### src/hdl/nfa_active_set_simulator_defines.svh
// Assertion macros shared by the RTL files of the active-set simulator.
`ifndef NFA_ACTIVE_SET_SIMULATOR_DEFINES_SVH
`define NFA_ACTIVE_SET_SIMULATOR_DEFINES_SVH

`ifndef ASSERT_OFF
// Checked outside reset only.
`define NFAS_ASSERT(lbl, clk, rst_n, prop, msg) \
  lbl: assert property (@(posedge clk) disable iff (!rst_n) prop) else $error(msg);
// Checked at every clock edge, reset included.
`define NFAS_ASSERT_ALWAYS(lbl, clk, prop, msg) \
  lbl: assert property (@(posedge clk) prop) else $error(msg);
`else
`define NFAS_ASSERT(lbl, clk, rst_n, prop, msg)
`define NFAS_ASSERT_ALWAYS(lbl, clk, prop, msg)
`endif

`endif

### src/hdl/nfas_pkg.sv
package nfas_pkg;

  // Default sizes.
  localparam int unsigned NUM_STATES_DEF = 16;
  localparam int unsigned MAX_TRANS_DEF  = 64;

  // Fixed field widths.
  localparam int unsigned STATE_W = 16;
  localparam int unsigned IDX_W   = 4;
  localparam int unsigned SYM_W   = 8;
  localparam int unsigned REG_W   = 16;
  localparam int unsigned REG_IDX_W = 1;

  // Configuration register indexes.
  localparam logic [REG_IDX_W-1:0] REG_START_STATE = 1'd0;
  localparam logic [REG_IDX_W-1:0] REG_FINAL_MASK  = 1'd1;

  typedef enum logic [1:0] {
    ACT_CLEAR  = 2'd0,
    ACT_APPEND = 2'd1,
    ACT_BEGIN  = 2'd2,
    ACT_FEED   = 2'd3
  } action_t;

  typedef enum logic [1:0] {
    ST_IDLE,
    ST_EXEC,
    ST_SCAN,
    ST_DONE
  } eng_state_t;

  typedef struct packed {
    action_t            action;
    logic [IDX_W-1:0]   src_state;
    logic [SYM_W-1:0]   symbol;
    logic [IDX_W-1:0]   dst_state;
  } item_t;

  typedef struct packed {
    logic [IDX_W-1:0] src_state;
    logic [SYM_W-1:0] symbol;
    logic [IDX_W-1:0] dst_state;
  } tt_entry_t;

  typedef struct packed {
    logic               table_full;
    logic [STATE_W-1:0] active_set;
    logic               dead;
    logic               accepted;
  } result_t;

  // One-hot bit of a state; indexes at or above the state count give no bit.
  function automatic logic [STATE_W-1:0] state_bit(input logic [IDX_W-1:0] idx,
                                                   input int unsigned n);
    logic [STATE_W-1:0] b;
    b = '0;
    if (32'(idx) < n) begin
      b = STATE_W'(1) << idx;
    end
    return b;
  endfunction

endpackage

### src/hdl/nfas_engine.sv
`include "nfa_active_set_simulator_defines.svh"

module nfas_engine #(
  parameter int unsigned NUM_STATES      = nfas_pkg::NUM_STATES_DEF,
  parameter int unsigned MAX_TRANSITIONS = nfas_pkg::MAX_TRANS_DEF
) (
  input  logic                          clk,
  input  logic                          rst_n,
  input  logic                          item_vld,
  input  nfas_pkg::item_t               item,
  output logic                          item_rdy,
  input  logic [nfas_pkg::IDX_W-1:0]    start_state,
  input  logic [nfas_pkg::STATE_W-1:0]  final_mask,
  output logic                          res_vld,
  input  logic                          res_ack,
  output nfas_pkg::result_t             res
);

  localparam int unsigned AW = (MAX_TRANSITIONS > 1) ? $clog2(MAX_TRANSITIONS) : 1;
  localparam int unsigned CW = $clog2(MAX_TRANSITIONS + 1);
  localparam logic [CW-1:0] MAX_CNT = CW'(MAX_TRANSITIONS);

  nfas_pkg::eng_state_t            state_r, state_nxt;
  nfas_pkg::item_t                 item_r, item_nxt;
  nfas_pkg::result_t               res_r, res_nxt;
  logic [CW-1:0]                   cnt_r, cnt_nxt;
  logic [CW-1:0]                   idx_r, idx_nxt;
  logic                            rd_pend_r, rd_pend_nxt;
  logic [nfas_pkg::STATE_W-1:0]    acc_r, acc_nxt;
  logic [nfas_pkg::STATE_W-1:0]    active_r, active_nxt;

  // Transition table: single port, registered read.
  nfas_pkg::tt_entry_t             mem [MAX_TRANSITIONS];
  nfas_pkg::tt_entry_t             mem_q_r;
  logic                            mem_we;
  logic [AW-1:0]                   mem_addr;
  nfas_pkg::tt_entry_t             mem_wd;

  logic                            fin;
  logic                            full_flag;
  logic [nfas_pkg::STATE_W-1:0]    new_act;
  logic                            hit;

  always_ff @(posedge clk) begin
    if (mem_we) begin
      mem[mem_addr] <= mem_wd;
    end
    mem_q_r <= mem[mem_addr];
  end

  // A transition fires when its label matches and its source is active.
  assign hit = (mem_q_r.symbol == item_r.symbol) &&
               (|(active_r & nfas_pkg::state_bit(mem_q_r.src_state, NUM_STATES)));

  always_comb begin
    state_nxt   = state_r;
    item_nxt    = item_r;
    cnt_nxt     = cnt_r;
    idx_nxt     = idx_r;
    acc_nxt     = acc_r;
    active_nxt  = active_r;
    rd_pend_nxt = 1'b0;
    mem_we      = 1'b0;
    mem_addr    = idx_r[AW-1:0];
    mem_wd      = '{src_state: item_r.src_state, symbol: item_r.symbol,
                    dst_state: item_r.dst_state};
    fin         = 1'b0;
    full_flag   = 1'b0;
    new_act     = active_r;

    unique case (state_r)
      nfas_pkg::ST_IDLE: begin
        if (item_vld) begin
          item_nxt  = item;
          state_nxt = nfas_pkg::ST_EXEC;
        end
      end
      nfas_pkg::ST_EXEC: begin
        unique case (item_r.action)
          nfas_pkg::ACT_CLEAR: begin
            cnt_nxt = '0;
            fin     = 1'b1;
          end
          nfas_pkg::ACT_APPEND: begin
            if (cnt_r >= MAX_CNT) begin
              full_flag = 1'b1;
            end else begin
              mem_we   = 1'b1;
              mem_addr = cnt_r[AW-1:0];
              cnt_nxt  = cnt_r + CW'(1);
            end
            fin = 1'b1;
          end
          nfas_pkg::ACT_BEGIN: begin
            new_act    = nfas_pkg::state_bit(start_state, NUM_STATES);
            active_nxt = new_act;
            fin        = 1'b1;
          end
          nfas_pkg::ACT_FEED: begin
            idx_nxt   = '0;
            acc_nxt   = '0;
            state_nxt = nfas_pkg::ST_SCAN;
          end
          default: begin
            fin = 1'b1;
          end
        endcase
      end
      nfas_pkg::ST_SCAN: begin
        if (rd_pend_r && hit) begin
          acc_nxt = acc_r | nfas_pkg::state_bit(mem_q_r.dst_state, NUM_STATES);
        end
        if (idx_r < cnt_r) begin
          mem_addr    = idx_r[AW-1:0];
          idx_nxt     = idx_r + CW'(1);
          rd_pend_nxt = 1'b1;
        end else if (!rd_pend_r) begin
          // Every entry has been read and folded in.
          new_act    = acc_r;
          active_nxt = acc_r;
          fin        = 1'b1;
        end
      end
      nfas_pkg::ST_DONE: begin
        if (res_ack) begin
          state_nxt = nfas_pkg::ST_IDLE;
        end
      end
      default: begin
        state_nxt = nfas_pkg::ST_IDLE;
      end
    endcase

    res_nxt = res_r;
    if (fin) begin
      res_nxt.table_full = full_flag;
      res_nxt.active_set = new_act;
      res_nxt.dead       = ~|new_act;
      res_nxt.accepted   = |(new_act & final_mask);
      state_nxt          = nfas_pkg::ST_DONE;
    end
  end

  always_ff @(posedge clk) begin
    if (!rst_n) begin
      state_r   <= nfas_pkg::ST_IDLE;
      cnt_r     <= '0;
      idx_r     <= '0;
      rd_pend_r <= 1'b0;
      active_r  <= '0;
    end else begin
      state_r   <= state_nxt;
      cnt_r     <= cnt_nxt;
      idx_r     <= idx_nxt;
      rd_pend_r <= rd_pend_nxt;
      active_r  <= active_nxt;
    end
  end

  always_ff @(posedge clk) begin
    item_r <= item_nxt;
    acc_r  <= acc_nxt;
    res_r  <= res_nxt;
  end

  assign item_rdy = (state_r == nfas_pkg::ST_IDLE);
  assign res_vld  = (state_r == nfas_pkg::ST_DONE);
  assign res      = res_r;

  `NFAS_ASSERT(a_cnt_bound, clk, rst_n, cnt_r <= MAX_CNT, "transition count above table size")
  `NFAS_ASSERT(a_idx_bound, clk, rst_n, (state_r == nfas_pkg::ST_SCAN) |-> (idx_r <= cnt_r), "scan index ran past the stored transitions")
  `NFAS_ASSERT(a_full_append, clk, rst_n, (res_vld && res_r.table_full) |-> (item_r.action == nfas_pkg::ACT_APPEND), "table_full reported for an action other than append")
  `NFAS_ASSERT(a_pend_scan, clk, rst_n, rd_pend_r |-> (state_r == nfas_pkg::ST_SCAN), "table read outstanding outside a scan")

endmodule

### src/hdl/nfa_active_set_simulator.sv
// Runs a nondeterministic finite automaton over up to 16 states, holding the set
// of active states as a 16-bit mask. Each request on the input stream names an
// action in in_tuser: clear the transition table, append one transition
// (source, symbol, destination), begin a word at the configured start state, or
// feed one symbol. Every request yields exactly one result carrying the active
// set after the action, whether it meets the final mask, whether it is empty,
// and a flag for an append that was dropped because the table was full.
// Clear, append and begin each finish in the execute state. A fed symbol
// reads every stored transition once from the single-port transition memory,
// one entry per cycle, and folds the matches into the next active set. One
// request is worked on at a time, and a finished result waits in the output
// register while the next request is taken in. The user must write
// start_state and final_mask through the cfg port only while no request is in
// flight; the block itself does not enforce this.

`include "nfa_active_set_simulator_defines.svh"

module nfa_active_set_simulator #(
  parameter int unsigned NUM_STATES      = nfas_pkg::NUM_STATES_DEF,
  parameter int unsigned MAX_TRANSITIONS = nfas_pkg::MAX_TRANS_DEF
) (
  input  logic                            clk,
  input  logic                            rst_n,
  // Configuration write port.
  input  logic                            cfg_wr_en,
  input  logic [nfas_pkg::REG_IDX_W-1:0]  cfg_addr,
  input  logic [nfas_pkg::REG_W-1:0]      cfg_wdata,
  // Request stream.
  input  logic                            in_tvalid,
  output logic                            in_tready,
  input  logic [15:0]                     in_tdata,   // src_state[3:0], symbol[11:4],
                                                      // dst_state[15:12]
  input  logic [1:0]                      in_tuser,   // action[1:0]
  // Result stream.
  output logic                            out_tvalid,
  input  logic                            out_tready,
  output logic [15:0]                     out_tdata,  // active_set[15:0]
  output logic [2:0]                      out_tuser   // accepted[0], dead[1],
                                                      // table_full[2]
);

  logic [nfas_pkg::IDX_W-1:0]    start_r;
  logic [nfas_pkg::STATE_W-1:0]  fmask_r;

  nfas_pkg::item_t               item;
  logic                          eng_rdy;
  logic                          eng_res_vld;
  nfas_pkg::result_t             eng_res;
  logic                          load;

  logic                          out_vld_r, out_vld_nxt;
  nfas_pkg::result_t             out_res_r;

  // Configuration registers. The index is one bit wide, so every write lands
  // in one of the two registers.
  always_ff @(posedge clk) begin
    if (!rst_n) begin
      start_r <= '0;
      fmask_r <= '0;
    end else if (cfg_wr_en) begin
      unique case (cfg_addr)
        nfas_pkg::REG_START_STATE: start_r <= cfg_wdata[nfas_pkg::IDX_W-1:0];
        nfas_pkg::REG_FINAL_MASK:  fmask_r <= cfg_wdata[nfas_pkg::STATE_W-1:0];
        default: ;
      endcase
    end
  end

  // Unpack the request fields.
  always_comb begin
    item.action    = nfas_pkg::action_t'(in_tuser);
    item.src_state = in_tdata[3:0];
    item.symbol    = in_tdata[11:4];
    item.dst_state = in_tdata[15:12];
  end

  assign in_tready = eng_rdy;

  nfas_engine #(
    .NUM_STATES      (NUM_STATES),
    .MAX_TRANSITIONS (MAX_TRANSITIONS)
  ) u_engine (
    .clk         (clk),
    .rst_n       (rst_n),
    .item_vld    (in_tvalid),
    .item        (item),
    .item_rdy    (eng_rdy),
    .start_state (start_r),
    .final_mask  (fmask_r),
    .res_vld     (eng_res_vld),
    .res_ack     (load),
    .res         (eng_res)
  );

  // The output register takes a finished result whenever it is empty or being
  // drained in the same cycle; otherwise the engine holds the result.
  assign load = eng_res_vld && (!out_vld_r || out_tready);

  always_comb begin
    out_vld_nxt = out_vld_r;
    if (load) begin
      out_vld_nxt = 1'b1;
    end else if (out_tready) begin
      out_vld_nxt = 1'b0;
    end
  end

  always_ff @(posedge clk) begin
    if (!rst_n) begin
      out_vld_r <= 1'b0;
    end else begin
      out_vld_r <= out_vld_nxt;
    end
  end

  always_ff @(posedge clk) begin
    if (load) begin
      out_res_r <= eng_res;
    end
  end

  assign out_tvalid = out_vld_r;
  assign out_tdata  = out_res_r.active_set;
  assign out_tuser  = {out_res_r.table_full, out_res_r.dead, out_res_r.accepted};

  `NFAS_ASSERT(a_cfg_start, clk, rst_n, (cfg_wr_en && cfg_addr == nfas_pkg::REG_START_STATE) |=> (start_r == $past(cfg_wdata[nfas_pkg::IDX_W-1:0])), "start state register missed a write")
  `NFAS_ASSERT(a_dead_flag, clk, rst_n, out_vld_r |-> (out_res_r.dead == (out_res_r.active_set == '0)), "dead flag disagrees with the active set")
  `NFAS_ASSERT(a_accept_flag, clk, rst_n, (out_vld_r && out_res_r.accepted) |-> (out_res_r.active_set != '0), "accepted reported with an empty active set")
  `NFAS_ASSERT_ALWAYS(a_rst_out, clk, !rst_n |=> !out_vld_r, "result valid right after reset")

endmodule

### config.mk
export PLATFORM = sky130hd
export DESIGN_NAME = nfa_active_set_simulator
export DESIGN_NICKNAME = d
export VERILOG_FILES = /design/src/hdl/nfas_pkg.sv /design/src/hdl/nfas_engine.sv /design/src/hdl/nfa_active_set_simulator.sv
export VERILOG_INCLUDE_DIRS = /design/src /design/src/hdl
export SDC_FILE = /design/constraint.sdc
export NUM_CORES = 1
export LEC_CHECK = 0
export BUFFER_PORTS_ARGS = -buffer_cell sky130_fd_sc_hd__buf_2
export CORE_MARGIN = 2
export CORE_UTILIZATION = 55
export DETAILED_ROUTE_END_ITERATION = 10
export HOLD_SLACK_MARGIN = 0.08
export PLACE_DENSITY_LB_ADDON = 0.2
export SYNTH_ARGS = -nofsm -noshare
export SYNTH_HDL_FRONTEND = slang
export SYNTH_SLANG_ARGS = --single-unit
### constraint.sdc
create_clock -name clk -period 9.8 [get_ports clk]
set_clock_uncertainty 0.1 [all_clocks]
set_input_delay 0.49 -clock clk [delete_from_list [all_inputs] [get_ports clk]]
set_output_delay 0.49 -clock clk [all_outputs]
set_load 0.02 [all_outputs]
**Yosys cells after proc, flatten, opt, wreduce, memory -nomap -nowiden**

Memory sizes are Yosys's and may differ from the RTL's. A register that Yosys moved wholly into a read port is not among the register bits.
Cells that the tools add are included.

- Bits in writable memories: 1024
- Bits in latches: 0
- Bits in read-only memories: 0
- Memories kept: 1
- Register bits: 126
- Bits of input ports: 40
- Word-level logic and storage cells: 107

Memory list:

| memory | depth | width | read ports | clocked after memory_dff | write ports | line | text |
|---|---|---|---|---|---|---|---|
| u_engine.mem | 64 | 16 | 1 | 1 | 1 | nfas_engine.sv:33 | `nfas_pkg::tt_entry_t mem [MAX_TRANSITIONS];` |

- Multipliers: 0
- Div/mod/pow operators: 0
- Reduce and logical (&&, ||, !) cells: 25
- Bitwise operators: 4
- Shifts and indexed selects: 3
- Mux-type cells: 35
- $add $sub $neg: 2
- Magnitude comparators: 2
- Equality and inequality tests: 14

Operators with widths:

| cell | count |
|---|---|
| 2-to-1 mux 16 bit | 7 |
| one-hot mux 16 bit (2 select lines) | 2 |
| OR reduction 16 bit | 3 |
| left shift 1 x 4 -> 16 bit, first input constant | 3 |
| AND 16 bit | 2 |
| one-hot mux 7 bit (2 select lines) | 2 |
| 2-to-1 mux 7 bit | 3 |
| 2-to-1 mux 6 bit | 3 |
| OR 16 bit | 1 |
| adder 7 x 1 -> 7 bit, second input constant | 2 |
| 2-to-1 mux 1 bit | 12 |
| AND reduction 2 bit | 5 |
| AND reduction 3 bit | 3 |
| equality test 2 bit, second input constant | 4 |
| equality test 8 bit | 1 |
| 2-to-1 mux 2 bit | 4 |
| >= comparator 7 bit, second input constant | 1 |
| < comparator 7 bit | 1 |
| inequality test 3 x 2 -> 1 bit, second input constant | 2 |
| one-hot mux 2 bit (3 select lines) | 1 |
| nonzero test 2 bit | 3 |
| equality test 2 x 1 -> 1 bit, second input constant | 2 |
| zero test 2 bit | 2 |
| inequality test 2 x 1 -> 1 bit, second input constant | 2 |
| other kinds (10) | 14 |

**Longest topological paths before layout**

- Depth after elaboration: 10
- Mapped depth: 14

**Cells and area by module**

From an unflattened synthesis, not the netlist that was laid out.

- Cells, all modules: 2540
- Area, all modules: 42971.2 µm²

By module, submodules not included:

| module | area each (µm²) | times used | cells an instance |
|---|---|---|---|
| nfas_engine | 41534.8 | 1 | 2430 |
| nfa_active_set_simulator | 1436.4 | 1 | 110 |

**Worst setup path before layout**

OpenSTA, ideal clock, no wires.

- Path type: register to register
- From: register u_engine.state_r[1]
- To: memory u_engine.mem[35][0] in the netlist's numbering (enable)
- Cell stages (with the launch flop): 12
- Data arrival time: 2629 ps
- Data required time: 9310 ps
- Setup slack: 6681 ps
- Path through: dfxtp_1 inv_1 ha_1 buf_2 nor4bb_2 buf_6 nand4_4 o21ai_2 buf_6 buf_6 buf_2 nor2b_1

- Cells in the longest elaborated chain, start to end: 4
- Elaborated cells on any way between the ends: 5
- Those cells by class: eq/ne: 1; mux: 4

RTL lines:

| what | line | text |
|---|---|---|
| start, declared | nfas_engine.sv:23 | `nfas_pkg::eng_state_t state_r, state_nxt;` |
| start signal, assigned | nfas_engine.sv:146 | `state_r <= nfas_pkg::ST_IDLE;` |
| start signal, assigned | nfas_engine.sv:152 | `state_r <= state_nxt;` |
| equality test 2 x 1 -> 1 bit * | nfas_engine.sv:71 | `unique case (state_r)` |
| 2-to-1 mux 1 bit | nfas_engine.sv:71 |  |
| 2-to-1 mux 1 bit | nfas_engine.sv:45 | `if (mem_we) begin` |
| 2-to-1 mux 1 bit (not written as such) | nfas_engine.sv:46 | `mem[mem_addr] <= mem_wd;` |
| end, declared | nfas_engine.sv:33 |  |

Every way passes the cells marked *; elsewhere a longest branch is shown, timed or not.

**Worst setup path after layout**

- From: register u_engine.state_r[1]
- To: register u_engine.mem_q_r[7] (netlist name)

- Cells in the longest elaborated chain, start to end: 2

RTL lines:

| what | line |
|---|---|
| equality test 2 x 1 -> 1 bit | nfas_engine.sv:71 |
| 2-to-1 mux 6 bit | n/a |

No other way between the ends.
A chain may end at the register's enable or synchronous reset.

==> run_results.csv <==
group,metric,value,unit
clock_network,cts_resized,0,
setup_path,startpoint_type,"flip-flop",
logic_synthesis,synth-xor-area-share,0.00344,
logic_synthesis,synth_seq_cells,1166,
cells_and_area,final_nets,2730,
global_routing,antenna_found_initial,2,
drt,via_per_inst,6.69,
timing,rsz0062_at_grt,"false",
clock_network,path_clk_slew,60,ps
drt,met2WireLength,55200,um
timing,finalMaxSlewViolations,0,
floorplanning,die_area,80900,um2
logic_synthesis,synth_nets,2568,
logic_synthesis,syn_area_per_cell,17.2,um2
logic_synthesis,synth_compound_area_frac,0.132,
logic_synthesis,async_reset_ff_frac,0,
clock_network,cts.sinks,1166,
setup_path,rr_worst_depth,13,
setup_path,cp_num_cells,13,
placement,place_hpwl,66900,um
logic_synthesis,ys_seq_area_frac,0.793,
timing,max_slew_margin,0.0471,
global_routing,grt-ovfl-total,0,
logic_synthesis,synth_ff_type,"edfxtp_1",
clock_network,htree_levels,3,
cells_and_area,final_common_cell,"edfxtp_1",
timing,finalSetupViolCount,0,
drt,highest_layer,"met4",
logic_synthesis,yosys.area_share.adder,0.00376,
timing,hold-worst-slack,155,ps
clock_network,clk_latency,690,ps
setup_path,critPathRequiredTime,10330,ps
drt,wl_per_cell,30.7,um
logic_synthesis,yosys_warnings,0,
drt,wl_met3,11300,um
power_and_ir_drop,p_leak,15.6,nW
logic_synthesis,synthCells,2515,
logic_synthesis,synth_top_family_by_area,"compound AO/OA/AOI/OAI gates",
logic_synthesis,synth-edff-count,1096,
cells_and_area,fill_cells,5366,
timing,fmax,0.196,GHz
status,status,"completed",
drt,drc,0,
timing,period_minus_slack,5110,ps
floorplanning,core_area,77600,um2
global_routing,grt_pass1_vias,24400,
cells_and_area,layout.area.seq,34300,um2
worst_hold_path,min_from,"rst_n",
worst_hold_path,hold_class,"input port to flip-flop",
floorplanning,initial_utilization,0.557,
drt,drt_first_pass_iters,6,
power_and_ir_drop,finalPower,0.0114,W
timing,timing.final.crit_share,0.522,
logic_synthesis,synth_mux_area_frac,0.00463,
global_routing,track_usage,0.288,
setup_path,cpMaxStageDelayCell,"nor4bb_4",
placement,io_buffer_count,60,
drt,wirelength,117000,um
global_routing,grt_max_degree,122,
setup_path,crit_chain,"inv_1 > ha_1 > buf_4 > nor4bb_4 > nand4_4 > o21ai_4 > buf_4 > buf_4 > a22o_1 > a221oi_1 > a31oi_1 > nor4_1 > nand2_1",
logic_synthesis,syn-cell-area,43200,um2
drt,wl_met1,46400,um
cells_and_area,drive_above_1_share,0.136,
setup_path,cpPeakStageDelay,760,ps
clock_network,numCtsBuffers,112,
global_routing,grt_pass1_wl,170000,um
drt,drtIter0Drc,3595,
timing,tightest_slew,1420,ps
cells_and_area,final_cell_mix,"1096 x edfxtp_1, 256 x a22oi_1, 136 x a31oi_1",
drt,routed-via-count,25500,
setup_path,crit_path_start,"u_engine.state_r[1]",
floorplanning,ios,61,
clock_network,clk_path_buf_depth,3,
cells_and_area,areaGrowthSynthToFinish,13.9,%
logic_synthesis,yosys.area_share.simple,0.0436,
timing,setup_tns,0,ps
logic_synthesis,synth.distinct_cells,67,
floorplanning,die-width,284,um
drt,postRouteAntennaNets,0,
placement,routabilityCongestion,0.882,
setup_path,cp_max_fo,56,
setup_path,path_buf_inv,4,
setup_path,crit_type,"flip-flop to flip-flop",
setup_path,arrival,5640,ps
floorplanning,die_h,284,um
job,drv_cap,0,
setup_path,r2r_start,"u_engine.state_r[1]",
power_and_ir_drop,power_density,231,nW/um2
setup_path,path_delay_family,"buffers and inverters",
power_and_ir_drop,peakVddDrop,0.000176,V
floorplanning,rows,102,
setup_path,worst_path_most_repeated_cell,"buf_4",
clock_network,cts_tree,"yes",
worst_hold_path,holdPathStages,2,
cells_and_area,multi_input_area,8180,um2
clock_network,root_buffer,"clkbuf_16",
setup_path,critPathCaptureType,"flip-flop",
timing,hold_violations,0,
[registers in the layout, summed over array words and instances (netlist names)]
name and cells:
out_tdata 16, u_engine.state_r 2, out_tuser 3, u_engine.mem_q_r 16, fmask_r 16, u_engine.rd_pend_r 1, u_engine.idx_r 7, u_engine.cnt_r 7
u_engine.acc_r 16, out_tvalid 1, u_engine.active_r 16, u_engine.res 19, u_engine.item_r 18, u_engine.mem 1024, start_r 4
[layer usage]
layer	global-route usage	up-vias
met2	0.449	1473
met3	0.0521	207
met5	0	-
met4	0.100	0
met1	0.412	13100
li1	-	10700
[final cells by class]
cell class | instances | share of cell area
Antenna cell | 1 | 0.0000508
Clock buffer | 135 | 0.0591
Clock inverter | 75 | 0.0188
Inverter | 21 | 0.00160
Multi-Input combinational cell | 1169 | 0.166
Sequential cell | 1166 | 0.697
Tap cell | 1040 | 0.0264
Timing Repair Buffer | 207 | 0.0313
[synth_stat cells, types with 19 or more instances]
library cell / n / share of area
edfxtp_1: 1096 / 0.76
a22oi_1: 256 / 0.044
a31oi_1: 136 / 0.020
a22o_1: 126 / 0.026
a221oi_1: 124 / 0.025
nor2_1: 122 / 0.011
nand2_1: 80 / 0.0069
buf_2: 72 / 0.0083
dfxtp_1: 70 / 0.032
clkbuf_1: 63 / 0.0055
a21oi_1: 39 / 0.0045
nor4_1: 35 / 0.0051
nand3_1: 24 / 0.0028
nor2b_1: 22 / 0.0032
inv_1: 19 / 0.0016
[worst paths after layout]
kind / end / slack [ps]
min: u_engine.cnt_r[0] / 160
min reg2reg: out_tdata[11] / 320
max reg2reg: u_engine.mem_q_r[7] / 4690
max: u_engine.mem_q_r[7] / 4690
[through the flow]
| step | cell area [um2] | worst slack [ps] | util | instances |
|---|---|---|---|---|
| floorplan | 43200 | 6680 | - | 2515 |
| global placement | 45100 | 4740 | 0.581 | 3567 |
| detailed placement | 45100 | 4760 | 0.581 | 3568 |
| CTS | 49200 | 4710 | 0.635 | 3813 |
| global route | 49200 | 4430 | 0.635 | 3813 |
| finish | 49200 | 4690 | 0.635 | 3814 |
[report_power, final]
group	switching, W	internal (W)	total [W]
Clock	0.00185	0.00263	0.00448
Combinational	0.000773	0.000220	0.000993
Sequential	0.0000893	0.00583	0.00592
Total	0.00271	0.00868	0.0114
[logic make-up after synthesis]
logic type,after synthesis
flops,1166
compound gates,751
simple gates,372
buf+inv,180
xor+xnor,17
mux,16
fa+ha+maj,13
[repair_timing]
item / in CTS / in global routing
endpoints found under the hold margin: 39 / 0
setup buffers: 0 / 0
hold buffers: 35 / 0
(Power assumes the default switching activity.)
